===== config.mk =====
export PLATFORM = sky130hd
export DESIGN_NAME = mlfq_process_scheduler_top
export DESIGN_NICKNAME = d
export VERILOG_FILES = /design/src/mlfq_pkg.sv /design/src/mlfq_process_scheduler_top.sv /design/src/mlfq_cell.sv
export SDC_FILE = /design/constraint.sdc
export NUM_CORES = 2
export LEC_CHECK = 0
export ABC_AREA = 0
export CAP_MARGIN = 25
export CORE_UTILIZATION = 44
export CTS_CLUSTER_SIZE = 10
export DETAILED_ROUTE_END_ITERATION = 10
export DONT_BUFFER_PORTS = 1
export PLACE_DENSITY_LB_ADDON = 0.08
export SLEW_MARGIN = 20
export SYNTH_ARGS = -nofsm -noshare
export SYNTH_HDL_FRONTEND = slang
export SYNTH_SLANG_ARGS = --single-unit
export TNS_END_PERCENT = 10

===== constraint.sdc =====
create_clock -name i_clk -period 18.09 [get_ports i_clk]
set_input_delay 4.5225 -clock i_clk [delete_from_list [all_inputs] [get_ports i_clk]]
set_output_delay 4.5225 -clock i_clk [all_outputs]
set_load 0.02 [all_outputs]

===== src/mlfq_pkg.sv =====
// shared types and constants for the multilevel feedback queue scheduler
package mlfq_pkg;

    localparam logic [2:0] FUNC_RESCHED   = 3'd0;
    localparam logic [2:0] FUNC_ADMIT     = 3'd1;
    localparam logic [2:0] FUNC_CHARGE    = 3'd2;
    localparam logic [2:0] FUNC_DEFER_ON  = 3'd3;
    localparam logic [2:0] FUNC_DEFER_OFF = 3'd4;

    localparam logic [1:0] ST_OK       = 2'd0;
    localparam logic [1:0] ST_DEFERRED = 2'd1;
    localparam logic [1:0] ST_ERROR    = 2'd2;

    localparam int PID_W   = 5;
    localparam int LEVEL_W = 3;
    localparam int PRIO_W  = 15;
    localparam int TIME_W  = 16;

    localparam logic [7:0] DEFER_MAX = 8'd255;

    // one queue slot, carried along the chain
    typedef struct packed {
        logic              valid;
        logic [PID_W-1:0]  pid;
        logic              is_user;
        logic [LEVEL_W-1:0] level;
        logic [PRIO_W-1:0] prio;
    } t_entry;

    // per-cell command from the sequencer
    typedef struct packed {
        logic              shift;     // take from right neighbor at or after remove point
        logic [PID_W-1:0]  rm_pid;    // pid being removed
        logic              rm_en;
        logic              boost;     // set level of user entries to zero
    } t_cell_cmd;

endpackage


===== src/mlfq_process_scheduler_top.sv =====
// top level of the multilevel feedback queue scheduler
//  channel | signals                      | direction
//  in      | i_valid/o_ready + fields     | word in
//  out     | o_valid/i_ready + fields     | word out
//  cfg     | i_cfg_we, i_cfg_idx, i_cfg_data | register write
// admit, charge, defer, error and deferred reschedule words: result valid in the
// cycle after accept; a defer-off that releases a deferred reschedule runs the
// reschedule path: a request state, a scan over all NPROCS slots, a take state
// that may first fold in a user or key-zero pick, and an output state, skipped when
// nothing is picked. a boost adds one walk of the queue per level below the top.
// reset is synchronous; it clears the state, counters and per-process attributes.
// a word is held in the output register until taken; the next word is
// accepted the cycle after that register is freed.
module mlfq_process_scheduler_top #(
    parameter int NPROCS = 32,
    parameter int LEVELS = 5
) (
    input  logic        i_clk,
    input  logic        i_rst_n,
    input  logic        i_valid,
    output logic        o_ready,
    input  logic [2:0]  i_func,
    input  logic [4:0]  i_pid,
    input  logic        i_is_user,
    input  logic        i_fresh,
    input  logic [14:0] i_sys_priority,
    input  logic        i_current_runnable,
    input  logic        i_boost,
    input  logic [15:0] i_elapsed,
    output logic        o_valid,
    input  logic        i_ready,
    output logic [4:0]  o_next_pid,
    output logic [15:0] o_slice,
    output logic        o_switched,
    output logic [1:0]  o_status,
    input  logic        i_cfg_we,
    input  logic        i_cfg_idx,
    input  logic [15:0] i_cfg_data
);
    localparam int IDX_W = (NPROCS > 1) ? $clog2(NPROCS) : 1;
    localparam int CNT_W = $clog2(NPROCS + 1);
    localparam logic [2:0] LV_LAST = 3'(LEVELS - 1);
    localparam logic [2:0] LV_NONE = 3'(LEVELS);

    localparam logic [2:0] S_IDLE  = 3'd0;
    localparam logic [2:0] S_REQ   = 3'd1;
    localparam logic [2:0] S_BOOST = 3'd2;
    localparam logic [2:0] S_SCAN  = 3'd3;
    localparam logic [2:0] S_TAKE  = 3'd4;
    localparam logic [2:0] S_OUT   = 3'd5;

    logic [2:0]  r_state, n_state;
    logic [7:0]  r_quantum;
    logic [15:0] r_allot;
    logic [4:0]  r_cur;
    logic [7:0]  r_defer;
    logic        r_attempt;
    logic        r_run, r_boost;

    // per-process attributes (flip-flops, reset to zero)
    logic [2:0]  r_plevel [NPROCS];
    logic [15:0] r_pused  [NPROCS];
    logic        r_puser  [NPROCS];
    logic        r_pq     [NPROCS];
    logic [CNT_W-1:0] r_cnt;

    // system keys per pid, kept to requeue the current process
    logic [14:0] r_pprio [NPROCS];

    // scan state
    logic [IDX_W-1:0] r_si;
    logic        r_sfound;
    logic [14:0] r_sbest;
    logic [4:0]  r_spid;
    logic [2:0]  r_ubest;
    logic [4:0]  r_upid;
    logic        r_kfound;
    logic [4:0]  r_kpid;

    logic        r_ov;
    logic [4:0]  r_onext;
    logic [15:0] r_oslice;
    logic        r_osw;
    logic [1:0]  r_ost;
    logic [1:0]  w_ost;

    // chain
    mlfq_pkg::t_entry w_ent [NPROCS+1];
    logic        w_rm [NPROCS+1];
    mlfq_pkg::t_cell_cmd w_cmd;
    logic        w_load_en;
    mlfq_pkg::t_entry w_load;
    logic [CNT_W-1:0] w_load_at;

    assign w_ent[NPROCS] = '0;
    assign w_rm[0] = 1'b0;

    genvar g;
    generate
        for (g = 0; g < NPROCS; g++) begin : g_cell
            mlfq_cell u_cell (
                .i_clk(i_clk), .i_rst_n(i_rst_n), .i_cmd(w_cmd),
                .i_load(w_load_en && (w_load_at == CNT_W'(g))),
                .i_load_entry(w_load),
                .i_rm_left(w_rm[g]), .i_right(w_ent[g+1]),
                .o_entry(w_ent[g]), .o_rm_here(w_rm[g+1])
            );
        end
    endgenerate

    // boosted order: stable partition within the chain is kept only if
    // boosted users stay behind level-0 users; done by re-linking via scan
    // order in the sequencer (a boost re-inserts affected pids at the tail)
    logic [4:0] r_bpid;
    logic [CNT_W-1:0] r_bn;
    logic [IDX_W-1:0] w_pi;
    assign w_pi = r_cur[IDX_W-1:0];

    // levels are read from the per-process table, which a demotion of a
    // current process that is also queued keeps up to date
    mlfq_pkg::t_entry w_scan;
    logic [2:0] w_scan_lv;
    assign w_scan = w_ent[r_si];
    assign w_scan_lv = r_plevel[w_scan.pid[IDX_W-1:0]];

    logic [16:0] w_allot;
    logic        w_demote;
    assign w_allot  = (r_plevel[w_pi] == 3'd0) ? {1'b0, r_allot} : {r_allot, 1'b0};
    assign w_demote = r_puser[w_pi] && (r_plevel[w_pi] < LV_LAST)
                      && ({1'b0, r_pused[w_pi]} >= w_allot);

    assign o_ready = (r_state == S_IDLE) && !r_ov;
    assign o_valid = r_ov;
    assign o_next_pid = r_onext;
    assign o_slice = r_oslice;
    assign o_switched = r_osw;
    assign o_status = r_ost;

    logic w_acc;
    assign w_acc = i_valid && o_ready;

    // boost pass: users at level > 0 move to the tail, in level order,
    // walking the chain once per level (r_bpid holds current level)
    logic [IDX_W-1:0] r_bi;
    mlfq_pkg::t_entry w_bent;
    logic [2:0] w_bent_lv;
    assign w_bent = w_ent[r_bi];
    assign w_bent_lv = r_plevel[w_bent.pid[IDX_W-1:0]];
    logic w_bmove;
    assign w_bmove = w_bent.valid && w_bent.is_user && (w_bent_lv == r_bpid[2:0])
                     && (r_bpid[2:0] != 3'd0) && (CNT_W'(r_bi) < r_bn);

    // status of the accepted word
    always_comb begin
        w_ost = mlfq_pkg::ST_OK;
        priority case (i_func)
            mlfq_pkg::FUNC_RESCHED:
                if (r_defer != 8'd0) w_ost = mlfq_pkg::ST_DEFERRED;
            mlfq_pkg::FUNC_ADMIT:
                if (32'(i_pid) >= NPROCS) w_ost = mlfq_pkg::ST_ERROR;
            mlfq_pkg::FUNC_CHARGE:
                w_ost = mlfq_pkg::ST_OK;
            mlfq_pkg::FUNC_DEFER_ON:
                if (r_defer == mlfq_pkg::DEFER_MAX) w_ost = mlfq_pkg::ST_ERROR;
            mlfq_pkg::FUNC_DEFER_OFF:
                if (r_defer == 8'd0) w_ost = mlfq_pkg::ST_ERROR;
            default:
                w_ost = mlfq_pkg::ST_ERROR;
        endcase
    end

    always_comb begin
        w_cmd = '0;
        w_load_en = 1'b0;
        w_load = '0;
        w_load_at = r_cnt;
        if (r_state == S_IDLE && w_acc && i_func == mlfq_pkg::FUNC_ADMIT
            && 32'(i_pid) < NPROCS && i_pid != 5'd0 && !r_pq[i_pid[IDX_W-1:0]]) begin
            w_load_en = 1'b1;
            w_load = '{1'b1, i_pid, i_is_user,
                       i_fresh ? 3'd0 : r_plevel[i_pid[IDX_W-1:0]], i_sys_priority};
        end else if (r_state == S_REQ && r_run && r_cur != 5'd0 && !r_pq[w_pi]) begin
            w_load_en = 1'b1;
            w_load = '{1'b1, r_cur, r_puser[w_pi],
                       w_demote ? r_plevel[w_pi] + 3'd1 : r_plevel[w_pi], r_pprio[w_pi]};
        end else if (r_state == S_BOOST && w_bmove) begin
            w_cmd.rm_en = 1'b1;
            w_cmd.rm_pid = w_bent.pid;
            w_load_en = 1'b1;
            w_load_at = r_cnt - CNT_W'(1);
            w_load = w_bent;
            w_load.level = 3'd0;
        end else if (r_state == S_TAKE && r_sfound) begin
            w_cmd.rm_en = 1'b1;
            w_cmd.rm_pid = r_spid;
        end
    end

    always_ff @(posedge i_clk) begin
        if (w_acc && i_func == mlfq_pkg::FUNC_ADMIT && 32'(i_pid) < NPROCS
            && !r_pq[i_pid[IDX_W-1:0]]) begin
            r_pprio[i_pid[IDX_W-1:0]] <= i_sys_priority;
        end
    end

    always_ff @(posedge i_clk) begin
        if (!i_rst_n) begin
            r_state <= S_IDLE;
            r_quantum <= 8'd2;
            r_allot <= 16'd10;
            r_cur <= '0;
            r_defer <= '0;
            r_attempt <= 1'b0;
            r_cnt <= '0;
            r_ov <= 1'b0;
            for (int k = 0; k < NPROCS; k++) begin
                r_plevel[k] <= '0;
                r_pused[k] <= '0;
                r_puser[k] <= 1'b0;
                r_pq[k] <= 1'b0;
            end
        end else begin
            if (i_cfg_we) begin
                if (i_cfg_idx == 1'b0) r_quantum <= i_cfg_data[7:0];
                else r_allot <= i_cfg_data;
            end
            if (r_ov && i_ready) r_ov <= 1'b0;
            unique case (r_state)
                S_IDLE: begin
                    if (w_acc) begin
                        r_onext <= r_cur; r_oslice <= '0; r_osw <= 1'b0;
                        r_ost <= w_ost;
                        r_run <= i_current_runnable; r_boost <= i_boost;
                        priority case (i_func)
                            mlfq_pkg::FUNC_RESCHED: begin
                                if (r_defer != 8'd0) begin
                                    r_attempt <= 1'b1;
                                    r_ov <= 1'b1;
                                end else r_state <= S_REQ;
                            end
                            mlfq_pkg::FUNC_ADMIT: begin
                                if (32'(i_pid) < NPROCS && i_pid != 5'd0
                                    && !r_pq[i_pid[IDX_W-1:0]]) begin
                                    r_puser[i_pid[IDX_W-1:0]] <= i_is_user;
                                    if (i_fresh) begin
                                        r_plevel[i_pid[IDX_W-1:0]] <= '0;
                                        r_pused[i_pid[IDX_W-1:0]] <= '0;
                                    end
                                    r_pq[i_pid[IDX_W-1:0]] <= 1'b1;
                                    r_cnt <= r_cnt + CNT_W'(1);
                                end
                                r_ov <= 1'b1;
                            end
                            mlfq_pkg::FUNC_CHARGE: begin
                                if (r_cur != 5'd0 && r_puser[w_pi])
                                    r_pused[w_pi] <= (17'(r_pused[w_pi]) + 17'(i_elapsed)
                                        > 17'hFFFF) ? 16'hFFFF : r_pused[w_pi] + i_elapsed;
                                r_ov <= 1'b1;
                            end
                            mlfq_pkg::FUNC_DEFER_ON: begin
                                if (r_defer != mlfq_pkg::DEFER_MAX) begin
                                    if (r_defer == 8'd0) r_attempt <= 1'b0;
                                    r_defer <= r_defer + 8'd1;
                                end
                                r_ov <= 1'b1;
                            end
                            mlfq_pkg::FUNC_DEFER_OFF: begin
                                if (r_defer == 8'd0) begin
                                    r_ov <= 1'b1;
                                end else begin
                                    r_defer <= r_defer - 8'd1;
                                    if (r_defer == 8'd1 && r_attempt) r_state <= S_REQ;
                                    else r_ov <= 1'b1;
                                end
                            end
                            default: begin
                                r_ov <= 1'b1;
                            end
                        endcase
                    end
                end
                S_REQ: begin
                    if (r_run && r_cur != 5'd0) begin
                        if (w_demote) begin
                            r_plevel[w_pi] <= r_plevel[w_pi] + 3'd1;
                            r_pused[w_pi] <= '0;
                        end
                        if (!r_pq[w_pi]) begin
                            r_pq[w_pi] <= 1'b1;
                            r_cnt <= r_cnt + CNT_W'(1);
                        end
                    end
                    r_bi <= '0; r_bpid <= 5'd1;
                    r_bn <= (r_run && r_cur != 5'd0 && !r_pq[w_pi]) ? r_cnt + CNT_W'(1)
                                                                      : r_cnt;
                    r_si <= '0;
                    r_sfound <= 1'b0; r_sbest <= '0; r_ubest <= LV_NONE; r_kfound <= 1'b0;
                    r_state <= r_boost ? S_BOOST : S_SCAN;
                end
                S_BOOST: begin
                    // walk the original entries once per level; moved ones
                    // shift left, so the index stays on a move
                    if (w_bmove) begin
                        r_plevel[w_bent.pid[IDX_W-1:0]] <= '0;
                        r_pused[w_bent.pid[IDX_W-1:0]] <= '0;
                        r_bn <= r_bn - CNT_W'(1);
                    end else if (CNT_W'(r_bi) + CNT_W'(1) < r_bn) begin
                        r_bi <= r_bi + IDX_W'(1);
                    end else if (r_bpid[2:0] < LV_LAST) begin
                        r_bpid <= r_bpid + 5'd1;
                        r_bi <= '0;
                    end else r_state <= S_SCAN;
                    if (!w_bmove && !(CNT_W'(r_bi) + CNT_W'(1) < r_bn)
                        && r_bpid[2:0] < LV_LAST) begin
                        r_bn <= r_cnt;
                    end
                end
                S_SCAN: begin
                    if (w_scan.valid) begin
                        if (!w_scan.is_user && w_scan.prio != '0
                            && (!r_sfound || w_scan.prio > r_sbest)) begin
                            r_sfound <= 1'b1; r_sbest <= w_scan.prio;
                            r_spid <= w_scan.pid;
                        end
                        if (w_scan.is_user && w_scan_lv < r_ubest) begin
                            r_ubest <= w_scan_lv; r_upid <= w_scan.pid;
                        end
                        if (!w_scan.is_user && !r_kfound) begin
                            r_kfound <= 1'b1; r_kpid <= w_scan.pid;
                        end
                    end
                    if (32'(r_si) == NPROCS - 1) r_state <= S_TAKE;
                    else r_si <= r_si + IDX_W'(1);
                end
                S_TAKE: begin
                    if (!r_sfound) begin
                        // fold the user and key-zero choices into the pick
                        if (r_ubest != LV_NONE) begin
                            r_sfound <= 1'b1; r_spid <= r_upid;
                            r_oslice <= 16'(r_quantum) << r_ubest;
                        end else if (r_kfound) begin
                            r_sfound <= 1'b1; r_spid <= r_kpid;
                            r_oslice <= 16'(r_quantum);
                        end else begin
                            r_onext <= '0; r_cur <= '0;
                            r_oslice <= 16'(r_quantum);
                            r_osw <= (r_cur != 5'd0);
                            r_ov <= 1'b1; r_state <= S_IDLE;
                        end
                        r_ubest <= LV_NONE; r_kfound <= 1'b0;
                    end else begin
                        if (r_ubest != LV_NONE || r_kfound) r_oslice <= 16'(r_quantum);
                        r_pq[r_spid[IDX_W-1:0]] <= 1'b0;
                        r_cnt <= r_cnt - CNT_W'(1);
                        r_onext <= r_spid; r_cur <= r_spid;
                        r_osw <= (r_spid != r_cur);
                        r_state <= S_OUT;
                    end
                end
                S_OUT: begin
                    r_ov <= 1'b1; r_state <= S_IDLE;
                end
                default: r_state <= S_IDLE;
            endcase
        end
    end

    // checks
    a_out_held: assert property (@(posedge i_clk) disable iff (!i_rst_n)
        (r_ov && !i_ready) |=> (r_ov && $stable(r_onext)))
        else $error("result dropped while stalled");
    a_no_accept_busy: assert property (@(posedge i_clk) disable iff (!i_rst_n)
        (r_state != S_IDLE) |-> !o_ready)
        else $error("accept during work");
    a_cnt_bound: assert property (@(posedge i_clk) disable iff (!i_rst_n)
        32'(r_cnt) <= NPROCS)
        else $error("queue count overflow");
endmodule


===== src/mlfq_cell.sv =====
// one queue slot of the ready list chain
module mlfq_cell (
    input  logic               i_clk,
    input  logic               i_rst_n,
    input  mlfq_pkg::t_cell_cmd i_cmd,
    input  logic               i_load,
    input  mlfq_pkg::t_entry   i_load_entry,
    input  logic               i_rm_left,
    input  mlfq_pkg::t_entry   i_right,
    output mlfq_pkg::t_entry   o_entry,
    output logic               o_rm_here
);
    mlfq_pkg::t_entry r_entry, n_entry;
    logic w_hit;

    // removal point propagates: this cell or any one before it matched
    assign w_hit     = i_cmd.rm_en && r_entry.valid && (r_entry.pid == i_cmd.rm_pid);
    assign o_rm_here = i_rm_left || w_hit;
    assign o_entry   = r_entry;

    // a load at the tail wins over the shift of a removal in the same cycle
    always_comb begin
        n_entry = r_entry;
        if (i_load) begin
            n_entry = i_load_entry;
        end else if (i_cmd.rm_en && o_rm_here) begin
            n_entry = i_right;
        end else if (i_cmd.boost && r_entry.is_user) begin
            n_entry.level = '0;
        end
    end

    always_ff @(posedge i_clk) begin
        if (!i_rst_n) begin
            r_entry.valid <= 1'b0;
        end else begin
            r_entry.valid <= n_entry.valid;
        end
        r_entry.pid     <= n_entry.pid;
        r_entry.is_user <= n_entry.is_user;
        r_entry.level   <= n_entry.level;
        r_entry.prio    <= n_entry.prio;
    end
endmodule


**Word-level counts from Yosys, hierarchy flattened**

Memories as Yosys holds them, arrays and structs flattened. A register that Yosys moved wholly into a read port is not among the register bits.
Index checks and enable logic that the tools add are counted.

- Add/subtract/negate cells: 12
- Order comparisons: 10
- Eq/ne operators: 112
- Shifts and indexed selects: 1
- Multiplexer cells: 326
- Bitwise gates (word level): 4
- Reductions and logical operators: 282

Operators by type and width:

| cell | number |
|---|---|
| two-way mux 25 bit | 39 |
| two-way mux 15 bit | 34 |
| binary-select mux 25 bit (select 6 bit) | 2 |
| two-way mux 7 bit | 32 |
| two-way mux 5 bit | 36 |
| == test 5 bit | 32 |
| logical AND 1 bit | 159 |
| two-way mux 3 bit | 51 |
| two-way mux 16 bit | 9 |
| == test 6 x 5 -> 1 bit (second input constant) | 16 |
| two-way mux 6 bit | 16 |
| two-way mux 1 bit | 82 |
| nonzero test 2 bit | 38 |
| one-hot mux 5 bit (2 select lines) | 5 |
| == test 6 x 4 -> 1 bit (second input constant) | 8 |
| OR reduction 16 bit | 3 |
| != test 2 bit (second input constant) | 19 |
| logical OR 1 bit | 33 |
| one-hot mux 16 bit (2 select lines) | 1 |
| one-hot mux 15 bit (2 select lines) | 1 |
| AND reduction 5 bit | 5 |
| == test 6 x 3 -> 1 bit (second input constant) | 4 |
| AND reduction 4 bit | 6 |
| != test 3 bit (second input constant) | 6 |
| 63 further kinds | 110 |

- Bits in registers: 930
- Bits in writable memories: 1152
- Output and inout port bits: 26
- Memories kept: 5

Memories:

| name | depth | width | read ports | clocked after Yosys merged registers in | write ports | RTL line | text |
|---|---|---|---|---|---|---|---|
| r_pused | 32 | 16 | 1 | 1 | 32 | mlfq_process_scheduler_top.sv:62 | `logic [15:0] r_pused [NPROCS];` |
| r_pprio | 32 | 15 | 1 | 1 | 1 | mlfq_process_scheduler_top.sv:68 | `logic [14:0] r_pprio [NPROCS];` |
| r_plevel | 32 | 3 | 4 | 1 | 32 | mlfq_process_scheduler_top.sv:61 | `logic [2:0] r_plevel [NPROCS];` |
| r_pq | 32 | 1 | 2 | 1 | 32 | mlfq_process_scheduler_top.sv:64 | `logic r_pq [NPROCS];` |
| r_puser | 32 | 1 | 1 | 1 | 32 | mlfq_process_scheduler_top.sv:63 | `logic r_puser [NPROCS];` |

**Longest topological paths before layout**

An unclocked memory read counts as a cell.

- Depth in word-level cells: 49
- Mapped depth: 37
- Depth with buffers taken out: 25

**Hierarchy**

A second synthesis with hierarchy kept.

- Cell total of the unflattened synthesis: 7757
- Area total of the unflattened synthesis: 110968.9 um^2

Modules (own cells, without submodules):

| module | instances | cells an instance | area an instance (um^2) |
|---|---|---|---|
| mlfq_process_scheduler_top | 1 | 5069 | 71891.4 |
| mlfq_cell | 32 | 84 | 1221.2 |

**Worst setup path before layout**

OpenSTA, ideal clock, no wires.

- Kind: register to register
- Start: register with a tool-made name
- End: memory r_pused[22][0], enable pin
- Setup time: 0.372 ns
- Data arrival time: 10.418 ns
- Data required time: 17.718 ns
- Slack: 7.301 ns
- Cell stages (with the launch flop): 37
- Buffers on the path: 12
- Clock period less this slack: 10.789 ns
- Path through: dfxtp_1 > clkbuf_1 > clkbuf_1 > clkbuf_1 > clkbuf_1 > clkbuf_1 > clkbuf_1 > clkbuf_1 > buf_1 > mux4_2 > mux4_2 > mux2i_1 > ha_1 > nand2_1 > clkbuf_1 > mux2i_1 > ha_1 > nor2b_1 > o21a_1 > o21a_1 > o21a_1 > o21a_1 > o21a_1 > o21a_1 > o21ai_0 > a21oi_1 > o31a_1 > o211ai_1 > a21o_1 > clkbuf_1 > clkbuf_1 > a21boi_0 > o21a_1 > nor3_1 > nand2_1 > clkbuf_1 > nand2_1

RTL lines:

| item | RTL line |
|---|---|
| end, declared | mlfq_process_scheduler_top.sv:62 |

==> results.ini <==
[cells_and_area]
drive_gt1_share_pct = 26.4
fin_area_mm2 = 0.115
area_growth_pct = 10.4
fillers = 20420
mostFrequentLayoutCell = edfxtp_1
nets = 7431
final_cell_mix = edfxtp_1 (1839), nor2_1 (996), mux4_2 (796)
finalNonFillerCells = 10602

[global_route]
grt_pass1_wl_um = 506000
gr-total-overflow = 0
antenna_found_initial = 10
first_global_vias = 67079
grt_max_degree = 205
grt_usage_pct = 29.8

[placed_design]
dp_cells = 10201
dp_hpwl_um = 243000
dpl-instance-area_mm2 = 0.108
port_buffers = 0
pre_cts_slack_ns = 6.92
gp_congestion = 0.967

[worst_setup_path]
critPathMaxStageDelay_ns = 0.98
worstSetupStartpointType = register
slowest_stage = dfxtp_4
reg2reg_slack_ns = 7.73
cp_common_cell = o21a_1
crit_type = reg2reg
worstReg2RegEnd = r_pused[1][6]
worstPathRequired_ns = 18.58
endpoint_kind = register
cp.arrival_ns = 10.85
r2r_cells = 25
path_max_fanout = 43

[clock_tree]
cts-resized-gates = 0
path_clk_slew_ns = 0.06
cts_tree = yes
cts_buffer_depth = 3
cts-root-buf = clkbuf_16
clock_latency_ns = 0.89
h-tree-depth = 4
clkSinkCount = 1988
cts_buffers = 230
cts_setup_buffers = 0
hold_buffers = 0

[die]
dieArea_mm2 = 0.238
start_util_pct = 44.2
die_y_um = 488
fp-row-count = 178
die_w_um = 488
io-pin-count = 91
core_area_mm2 = 0.235

[yosys]
syn_inst = 7478
yosysUniqueCellTypes = 105
synth_enable_flop_cells = 1839
netlist_area_mm2 = 0.104
async_reset_ff_share_pct = 0
ys_ff_latch = 1988
synth_seq_area_share_pct = 56.0
avgSynthCellArea_um2 = 13.9
ys_warn_count = 0
synth_area_leader_cell = edfxtp_1
yosysTopAreaCellShare_pct = 53.1
synth_flop_cell = edfxtp_1
synth.top_cells.by_area = edfxtp_1 (53%), mux4_2 (17%), mux2_2 (5.3%)

[timing]
worst_pin_slew_ns = 1.14
rsz0062_at_grt = false
final_max_slew_viol_count = 0
hold_violations = 0
finalSetupViolCount = 0
max_freq_ghz = 0.0965
clock_skew_ns = 0.103
final.setup.tns_ns = 0
setup_ws_ns = 7.73
fin_crit_sh_pct = 57.3
slew_headroom_pct = 22.7
finalCriticalPeriod_ns = 10.36

[route]
vias = 68337
vias_per_cell = 6.45
firstDrtPassIters = 6
drc = 0
wl_um = 355000
drtAntennaViolNets = 0
wl_per_cell_um = 33.5
drtIter0Drc = 8123

[min_path]
holdCritStartpoint = r_puser[0]
worstHoldEndpoint = r_puser[0]
hold_path_class = reg2reg
holdPathStages = 1

[power]
power_density_mw_per_mm2 = 98.4
ir_drop_uv = 77.4
p_leak_uw = 0.0368

[status]
status = completed

[job]
maxCapViolCount = 0

[worst max-delay path by stage]
stage	cells past startpoint	slack, ns	endpoint	start
global placement	16	6.89	g_cell[19].u_cell.o_entry[3]	i_func[1]
CTS	25	7.60	r_pused[1][7]	register
detailed placement	18	6.92	g_cell[19].u_cell.o_entry[11]	i_pid[0]
finish	25	7.73	r_pused[1][6]	register
global route	25	7.07	r_pused[1][2]	register
floorplan	36	7.30	r_pused[22][0]	register
[cell type report]
cell class                      count  area (µm²)  area share (%)
Antenna cell                        8        20.0          0.0174
Timing Repair Buffer              219        1870            1.63
Clock buffer                      344        6390            5.57
Multi-Input combinational cell   4767       43700            38.0
Clock inverter                     38         404           0.352
Tap cell                         3150        3940            3.43
Inverter                           88         330           0.288
Sequential cell                  1988       58200            50.7
[cells by family (layout without fill, tap and decap cells)]
| group | Yosys count | after routing | share of synthesized area, % |
|---|---|---|---|
| multiplexers | 1446 | 1446 | 24.1 |
| AO/OA/AOI/OAI | 1125 | 1125 | 7.24 |
| other | 1 | 28 | 0.00361 |
| adder cells (fa/ha/maj) | 72 | 72 | 0.873 |
| XOR/XNOR | 77 | 77 | 0.656 |
| flip-flops | 1988 | 1988 | 56.0 |
| AND/OR/NAND/NOR | 2027 | 2027 | 8.34 |
| buffers and inverters | 742 | 689 | 2.84 |
[power by group]
group / switching [µW] / total (µW) / internal (µW) / leakage (µW)
Clock: 1860 / 4330 / 2460 / 0.00328
Sequential: 76.0 / 5160 / 5080 / 0.0185
Combinational: 1160 / 1820 / 652 / 0.0151
Total: 3100 / 11300 / 8200 / 0.0368
[flip-flops by register name, summed over array words and instances (netlist names), 6 cells and up, named ones only]
signal and cells:
r_quantum 8, r_cnt 6, r_pused 512, r_pprio 480, g_cell.u_cell.o_entry 704, o_slice 15
r_puser 32, r_allot 16, r_pq 32, r_bn 6, r_sbest 15, r_plevel 96
r_defer 8
[cell usage after synthesis, types with 63 or more instances]
master / instances
o31ai_1: 72
mux4_2: 796
nand3_1: 82
clkbuf_1: 509
nand2_1: 556
buf_1: 74
dfxtp_1: 149
inv_1: 83
a21oi_1: 239
mux2i_1: 155
o22ai_1: 71
edfxtp_1: 1839
nor3_1: 63
nor2_1: 1032
o21ai_0: 239
o211ai_1: 93
mux2_2: 489
ha_1: 71
[worst max-delay path: cells and delay by family, from the launching register on]
family | cells | cell delay [ns]
AO/OA/AOI/OAI | 14 | 2.99
adder cells (fa/ha/maj) | 1 | 0.32
buffers and inverters | 3 | 1.95
flip-flops | 1 | 0.98
multiplexers | 3 | 1.53
AND/OR/NAND/NOR | 4 | 2.19
[metrics by stage]
| stage | total power (µW) | hold WS (ns) | utilization (%) |
|---|---|---|---|
| global placement | 7020 | 0.441 | 45.8 |
| global route | 11600 | 0.500 | 48.8 |
| floorplan | 6360 | 0.425 | - |
| detailed placement | 7030 | 0.450 | 45.8 |
| finish | 11300 | 0.464 | 48.8 |
| CTS | 11300 | 0.465 | 48.7 |
[per-layer routing]
layer	global-route usage (%)	vias up	part of all wire (%)
li1	-	28855	-
met1	40.2	35603	40
met2	47.6	3200	47
met3	4.58	677	7.2
met4	13.4	2	5.1
met5	0	-	0.0028
No activity file was read; power rests on OpenSTA's default activity.
